<file path="src/rcb_pkg.sv">
`default_nettype none

package rcb_pkg;

    localparam int MAX_WIDTH = 2048;
    localparam int ADDR_W    = $clog2(MAX_WIDTH);

    localparam int CHAN_W    = 8;
    localparam int NUM_CHAN  = 3;
    localparam int COL_W     = 11;
    localparam int ROW_W     = 12;
    localparam int CFG_W     = 12;
    localparam int CFG_IDX_W = 1;

    // 5*center + four neighbors, at most 9*255
    localparam int SUM_W       = 12;
    // floor(s/9) == (s*7282) >> 16 for every s below 2304
    localparam int RECIP_W     = 13;
    localparam int RECIP_SHIFT = 16;
    localparam logic [RECIP_W-1:0] RECIP_NINTH = 13'd7282;

    localparam logic [CFG_W-1:0] WIDTH_RESET  = 12'd640;
    localparam logic [CFG_W-1:0] HEIGHT_RESET = 12'd480;
    localparam logic [CFG_W-1:0] MIN_DIM      = 12'd3;
    localparam logic [CFG_W-1:0] MAX_DIM      = CFG_W'(MAX_WIDTH);

    typedef enum logic [CFG_IDX_W-1:0] {
        REG_IMAGE_WIDTH  = 1'b0,
        REG_IMAGE_HEIGHT = 1'b1
    } cfg_reg_t;

    typedef struct packed {
        logic [CHAN_W-1:0] blue;
        logic [CHAN_W-1:0] green;
        logic [CHAN_W-1:0] red;
    } rgb_t;

    typedef struct packed {
        rgb_t two_up;
        rgb_t one_up;
    } line_pair_t;

endpackage

`default_nettype wire

</file>
<file path="src/rcb_lane.sv">
`default_nettype none

module rcb_lane (
    input  wire                          clk,
    input  wire                          load,
    input  wire  [rcb_pkg::CHAN_W-1:0]   center,
    input  wire  [rcb_pkg::CHAN_W-1:0]   up,
    input  wire  [rcb_pkg::CHAN_W-1:0]   down,
    input  wire  [rcb_pkg::CHAN_W-1:0]   left,
    input  wire  [rcb_pkg::CHAN_W-1:0]   right,
    output logic [rcb_pkg::CHAN_W-1:0]   quot
);
    import rcb_pkg::*;

    logic [SUM_W-1:0]         sum_reg;
    logic [SUM_W-1:0]         sum_next;
    logic [SUM_W+RECIP_W-1:0] prod;

    always_comb
    begin
        sum_next = {2'b00, center, 2'b00} + SUM_W'(center)
                 + SUM_W'(up) + SUM_W'(down) + SUM_W'(left) + SUM_W'(right);
    end

    always_ff @(posedge clk)
    begin
        if (load)
        begin
            sum_reg <= sum_next;
        end
    end

    // divide by nine through the reciprocal
    assign prod = (SUM_W+RECIP_W)'(sum_reg) * (SUM_W+RECIP_W)'(RECIP_NINTH);
    assign quot = prod[RECIP_SHIFT +: CHAN_W];

endmodule

`default_nettype wire

</file>
<file path="config.mk">
export PLATFORM = sky130hd
export DESIGN_NAME = rcb_lane
export DESIGN_NICKNAME = d
export VERILOG_FILES = /design/src/rcb_pkg.sv /design/src/rcb_lane.sv
export SDC_FILE = /design/constraint.sdc
export NUM_CORES = 1
export LEC_CHECK = 0
export BUFFER_PORTS_ARGS = -buffer_cell sky130_fd_sc_hd__buf_2
export CORE_ASPECT_RATIO = 0.5
export CORE_MARGIN = 2
export CORE_UTILIZATION = 40
export CTS_CLUSTER_SIZE = 20
export DETAILED_ROUTE_END_ITERATION = 10
export GPL_TIMING_DRIVEN = 0
export HOLD_SLACK_MARGIN = 0.06
export PLACE_DENSITY = 0.65
export RECOVER_POWER = 25
export SYNTH_ARGS = -nofsm -noshare
export SYNTH_HDL_FRONTEND = slang
export SYNTH_SLANG_ARGS = --single-unit
</file>
<file path="constraint.sdc">
create_clock -name clk -period 12.9 [get_ports clk]
set_clock_uncertainty 0.15 [all_clocks]
set_input_delay 3.87 -clock clk [delete_from_list [all_inputs] [get_ports clk]]
set_output_delay 3.87 -clock clk [all_outputs]
set_load 0.02 [all_outputs]
</file>
==> impl_metrics.env, run 1 <==
export IMPL_outcome="complete, no violations"
export IMPL_critPathMaxStageDelay_ns=0.54
export IMPL_period_needed_ns=9.20
export IMPL_num_io_pins=50
export IMPL_clockBufferDepth=2
export IMPL_ys_flop_type="edfxtp_1"
export IMPL_worstPathBufferInverterCount=6
export IMPL_layout_drive_gt1_share=0.172
export IMPL_antenna_found_initial=0
export IMPL_clkSinkCount=12
export IMPL_grt_pass1_wl_um=11000
export IMPL_drtAntennaViolNets=0
export IMPL_slew_headroom=0.598
export IMPL_multi_input_area_sq_um=2870
export IMPL_layout_nets=559
export IMPL_fp_row_count=24
export IMPL_setup_tns_ns=0
export IMPL_drc=0
export IMPL_worstSetupPathType="register to primary output"
export IMPL_synth_largest_area_cell="fa_1"
export IMPL_holdWs_ns=3.91
export IMPL_cts_hold_fix_buffers=0
export IMPL_crit_family="adder cells"
export IMPL_cp_slowest_cell="fa_1"
export IMPL_endpoint_kind="primary output"
export IMPL_cts_resized=0
export IMPL_ff_latch_area_sq_um=360
export IMPL_critPathMaxFanout=4
export IMPL_die_area_sq_um=9580
export IMPL_startpoint_type="register"
export IMPL_required_ns=8.88
export IMPL_core_area_sq_um=8620
export IMPL_hold_end="sum_reg[0]$_DFFE_PP_"
export IMPL_routabilityCongestion=0.854
export IMPL_numPortBuffers=49
export IMPL_hold_path_class="input port to register"
export IMPL_avgSynthCellArea_sq_um=10.8
export IMPL_n_antenna_cell=0
export IMPL_fill_cells=836
export IMPL_fp_dieH_um=70.2
export IMPL_largest_register_ffs=12
export IMPL_synth_seq_area_share=0.103
export IMPL_synth_top_area_share=0.337
export IMPL_yosys_top_cells_count="79 x ha_1, 59 x fa_1, 59 x inv_1"
export IMPL_async_flop_share=0
export IMPL_tightest_slew_ns=0.603
export IMPL_grt_use_total=0.143
export IMPL_netlist_instances=325
export IMPL_cap_violations=0
export IMPL_post_cts_buffers=0
export IMPL_wirelength_um=6130
export IMPL_wl_per_cell_um=12.4
export IMPL_setup_viol=0
export IMPL_synth_most_common_cell="ha_1"
export IMPL_ys_warnings_count=0
export IMPL_hold_viol_final=0
export IMPL_overflow=0
export IMPL_clock_fmax_mhz=109
export IMPL_cts_buffers=3
export IMPL_worstHoldPathCells=3
export IMPL_hpwl_um=5820
export IMPL_cts_root_buffer="clkbuf_16"
export IMPL_syn_area_sq_um=3510
export IMPL_cts_tree="done"
export IMPL_grt_max_degree=13
export IMPL_clkSlewWorstSetupHoldPaths_ns=0.04
export IMPL_synth_area_leaders="fa_1 34%, ha_1 28%, edfxtp_1 10%"
export IMPL_dr_pass1_iters=4
export IMPL_grt_pass1_vias=2522
export IMPL_syn_num_nets=505
export IMPL_synthToLayoutAreaGrowth_pct=13.3
export IMPL_rsz0062_at_grt="no"
export IMPL_critPathArrivalTime_ns=5.18
export IMPL_ys_seq_elements=12
export IMPL_worstPathCellList="fa_1 > ha_1 > inv_1 > fa_1 > inv_1 > fa_1 > inv_1 > fa_1 > inv_1 > ha_1 > nand3_1 > or2_1 > o221a_2 > o21ai_1 > nand2_1 > o311a_1 > buf_4 > buf_2"
export IMPL_synth_cell_types=40
export IMPL_min_from="right[0]"
export IMPL_first_iter_violations=64
export IMPL_htreeDepth=1
export IMPL_initial_core_util=0.407
export IMPL_die_w_um=136
export IMPL_via_per_inst=4.76
export IMPL_synth_edff_count=12
export IMPL_vias=2353
export IMPL_crit_start="sum_reg[3]$_DFFE_PP_"
export IMPL_slew_violations=0
export IMPL_period_share=0.713
layout make-up:
class,count,area share
multi-input combinational,246,0.721
sequential,12,0.0907
timing repair buffer,49,0.0614
inverter,59,0.0557
tap,117,0.0368
clock buffer,3,0.0189
buffer,8,0.0151
logic make-up (layout without fill, tap and decap cells):
logic type,count (synthesis),after routing,synth area share
flops,12,12,0.103
fa+ha+maj,138,138,0.618
buf+inv,67,119,0.0802
xor+xnor,18,18,0.0449
compound gates,45,45,0.0938
simple gates,45,45,0.0599
worst min-delay path, cell delays in order:
cell	delay, ns
buf_2	0.08
ha_1	0.11
ha_1	0.13
through the flow:
step / instances / area, sq um / utilization / worst slack, ns
3_3_place_gp: 491 / 3900 / 0.453 / 3.98
6_report: 494 / 3970 / 0.461 / 3.70
4_1_cts: 494 / 3980 / 0.461 / 3.68
2_1_floorplan: 325 / 3510 / - / 4.35
3_5_place_dp: 491 / 3900 / 0.453 / 3.95
5_1_grt: 494 / 3970 / 0.461 / 3.36
worst max path at each step:
| stage | slack [ns] | cells past startpoint | end |
|---|---|---|---|
| after global routing | 3.36 | 18 | quot[5] |
| after detailed placement | 3.95 | 18 | quot[5] |
| after floorplan | 4.35 | 17 | quot[7] |
| final | 3.70 | 18 | quot[5] |
| after global placement | 3.98 | 18 | quot[5] |
| after CTS | 3.68 | 18 | quot[5] |
placed cells by master (no fill, tap or decap), types with 4 or more instances in the layout:
master,synthesis,final
ha_1,79,79
inv_1,59,59
fa_1,59,59
buf_2,0,48
nand2_1,15,15
nor2_1,14,14
xnor2_1,14,14
a21oi_1,12,12
edfxtp_1,12,12
buf_4,8,8
o21ai_1,5,5
a21o_1,4,4
xor2_1,4,4
routing by layer:
layer	track usage	vias up	routed length [um]
met2	0.244	50	2780
met3	0.0109	4	220
met1	0.198	1104	3070
li1	-	1195	-
met4	0.0336	0	59
met5	0	-	0
Power of run 1 is not shown: default switching activity piles up to over one toggle a cycle in this logic, so the estimate is an artifact.
==> inputs of run 2 (changes only) <==
--- a/config.mk
+++ b/config.mk
@@ -13,7 +13,7 @@
 export DETAILED_ROUTE_END_ITERATION = 10
 export GPL_TIMING_DRIVEN = 0
 export HOLD_SLACK_MARGIN = 0.06
-export PLACE_DENSITY = 0.65
+export PLACE_DENSITY = 0.67
 export RECOVER_POWER = 25
 export SYNTH_ARGS = -nofsm -noshare
 export SYNTH_HDL_FRONTEND = slang
==> constraint.sdc (replaced) <==
create_clock -name clk -period 8 [get_ports clk]
set_clock_uncertainty 0.15 [all_clocks]
set_input_delay 2.4 -clock clk [delete_from_list [all_inputs] [get_ports clk]]
set_output_delay 2.4 -clock clk [all_outputs]
set_load 0.02 [all_outputs]
==> run 2 against run 1 <==
  * Critical endpoint unchanged
  * Flip-flop and latch count is the same
  * Core utilization unchanged
  * Die area unchanged
  * Global-route usage is 0.56 points lower
  * Critical path depth unchanged
  * Via count shrank 1.0%
  * Setup slack got worse by 3.4 ns
  * Largest cell class unchanged
  * Hold slack lost 1.5 ns
  * Sequential share of layout area stayed put
  * Cell count stayed put
  * Wire length decreased by 3.4%
  * Non-clock buffer count did not move
==> impl_metrics.env, run 2 (synthesized netlist as in run 1, its figures left out) <==
export IMPL_outcome="complete, no violations"
export IMPL_grt_pass1_wl_um=10600
export IMPL_tightest_slew_ns=0.595
export IMPL_setup_tns_ns=0
export IMPL_num_io_pins=50
export IMPL_period_needed_ns=7.75
export IMPL_clockBufferDepth=2
export IMPL_layout_cells_non_filler=494
export IMPL_holdWs_ns=2.43
export IMPL_critPathArrivalTime_ns=5.20
export IMPL_worstSetupPathType="register to primary output"
export IMPL_setup_viol=0
export IMPL_die_w_um=136
export IMPL_cts_resized=0
export IMPL_dr_pass1_iters=4
export IMPL_drtAntennaViolNets=0
export IMPL_clkSinkCount=12
export IMPL_die_area_sq_um=9580
export IMPL_multi_input_area_sq_um=2870
export IMPL_post_cts_buffers=0
export IMPL_clkSlewWorstSetupHoldPaths_ns=0.04
export IMPL_rsz0062_at_grt="no"
export IMPL_cts_hold_fix_buffers=0
export IMPL_hold_viol_final=0
export IMPL_via_per_inst=4.71
export IMPL_hpwl_um=5510
export IMPL_fill_cells=789
export IMPL_ff_latch_area_sq_um=360
export IMPL_worstPathBufferInverterCount=6
export IMPL_wl_per_cell_um=12.0
export IMPL_synthToLayoutAreaGrowth_pct=13.3
export IMPL_crit_family="adder cells"
export IMPL_antenna_found_initial=0
export IMPL_slew_headroom=0.603
export IMPL_core_area_sq_um=8620
export IMPL_n_antenna_cell=0
export IMPL_startpoint_type="register"
export IMPL_cts_root_buffer="clkbuf_16"
export IMPL_fp_dieH_um=70.2
export IMPL_routabilityCongestion=0.843
export IMPL_htreeDepth=1
export IMPL_overflow=0
export IMPL_final_common_cell="ha_1"
export IMPL_grt_use_total=0.137
export IMPL_critPathMaxFanout=4
export IMPL_first_iter_violations=97
export IMPL_clock_fmax_mhz=129
export IMPL_cts_tree="done"
export IMPL_layout_drive_gt1_share=0.172
export IMPL_layout_nets=559
export IMPL_endpoint_kind="primary output"
export IMPL_grt_pass1_vias=2460
export IMPL_largest_register_ffs=12
export IMPL_drc=0
export IMPL_slew_violations=0
export IMPL_dp_cells=491
export IMPL_cts_buffers=3
export IMPL_required_ns=5.45
export IMPL_numPortBuffers=49
export IMPL_final_cell_mix="79 x ha_1, 59 x inv_1, 59 x fa_1, 48 x buf_2, 15 x nand2_1"
export IMPL_cp_slowest_cell="fa_1"
export IMPL_vias=2329
export IMPL_worstPathCellList="fa_1 > ha_1 > inv_1 > fa_1 > inv_1 > fa_1 > inv_1 > fa_1 > inv_1 > ha_1 > nand3_1 > or2_1 > o221a_2 > o21ai_1 > nand2_1 > o311a_1 > buf_4 > buf_2"
export IMPL_final_core_util=0.461
export IMPL_grt_max_degree=13
export IMPL_initial_core_util=0.407
export IMPL_hold_path_class="input port to register"
export IMPL_critPathMaxStageDelay_ns=0.55
export IMPL_period_share=0.968
export IMPL_fp_row_count=24
export IMPL_cap_violations=0
export IMPL_wirelength_um=5920
[run 2: cell counts in the layout (fill, tap and decap cells not counted)]
Identical to the previous run, type by type.
[run 2: path summary, 6_finish.rpt]
check / startpoint / to / slack [ns] / cells past startpoint
worst max-delay path: sum_reg[3]$_DFFE_PP_ / quot[5] / 0.25 / 18
worst min-delay path: right[0] / sum_reg[0]$_DFFE_PP_ / 2.43 / 3
[run 2: layout make-up]
type,instances,share of cell area
Sequential cell,12,0.0907
Timing Repair Buffer,49,0.0614
Buffer,8,0.0151
Clock buffer,3,0.0189
Inverter,59,0.0557
Multi-Input combinational cell,246,0.721
Tap cell,117,0.0368
[run 2: routing by layer]
metal  vias to the layer above  wire length [um]  global-route usage
li1                       1188                 -                   -
met3                         9               169             0.00799
met5                         -                 0                   0
met4                         0               108              0.0451
met1                      1082              2970               0.194
met2                        50              2670               0.226
[run 2: through the flow]
| stage | worst slack [ns] | cell area [sq um] |
|---|---|---|
| 6_report | 0.255 | 3970 |
| 5_1_grt | 0.00167 | 3970 |
| 4_1_cts | 0.231 | 3980 |
| 3_5_place_dp | 0.486 | 3900 |
| 3_3_place_gp | 0.550 | 3900 |
| 2_1_floorplan | 0.916 | 3510 |
Power of run 2 is left out for the same reason.
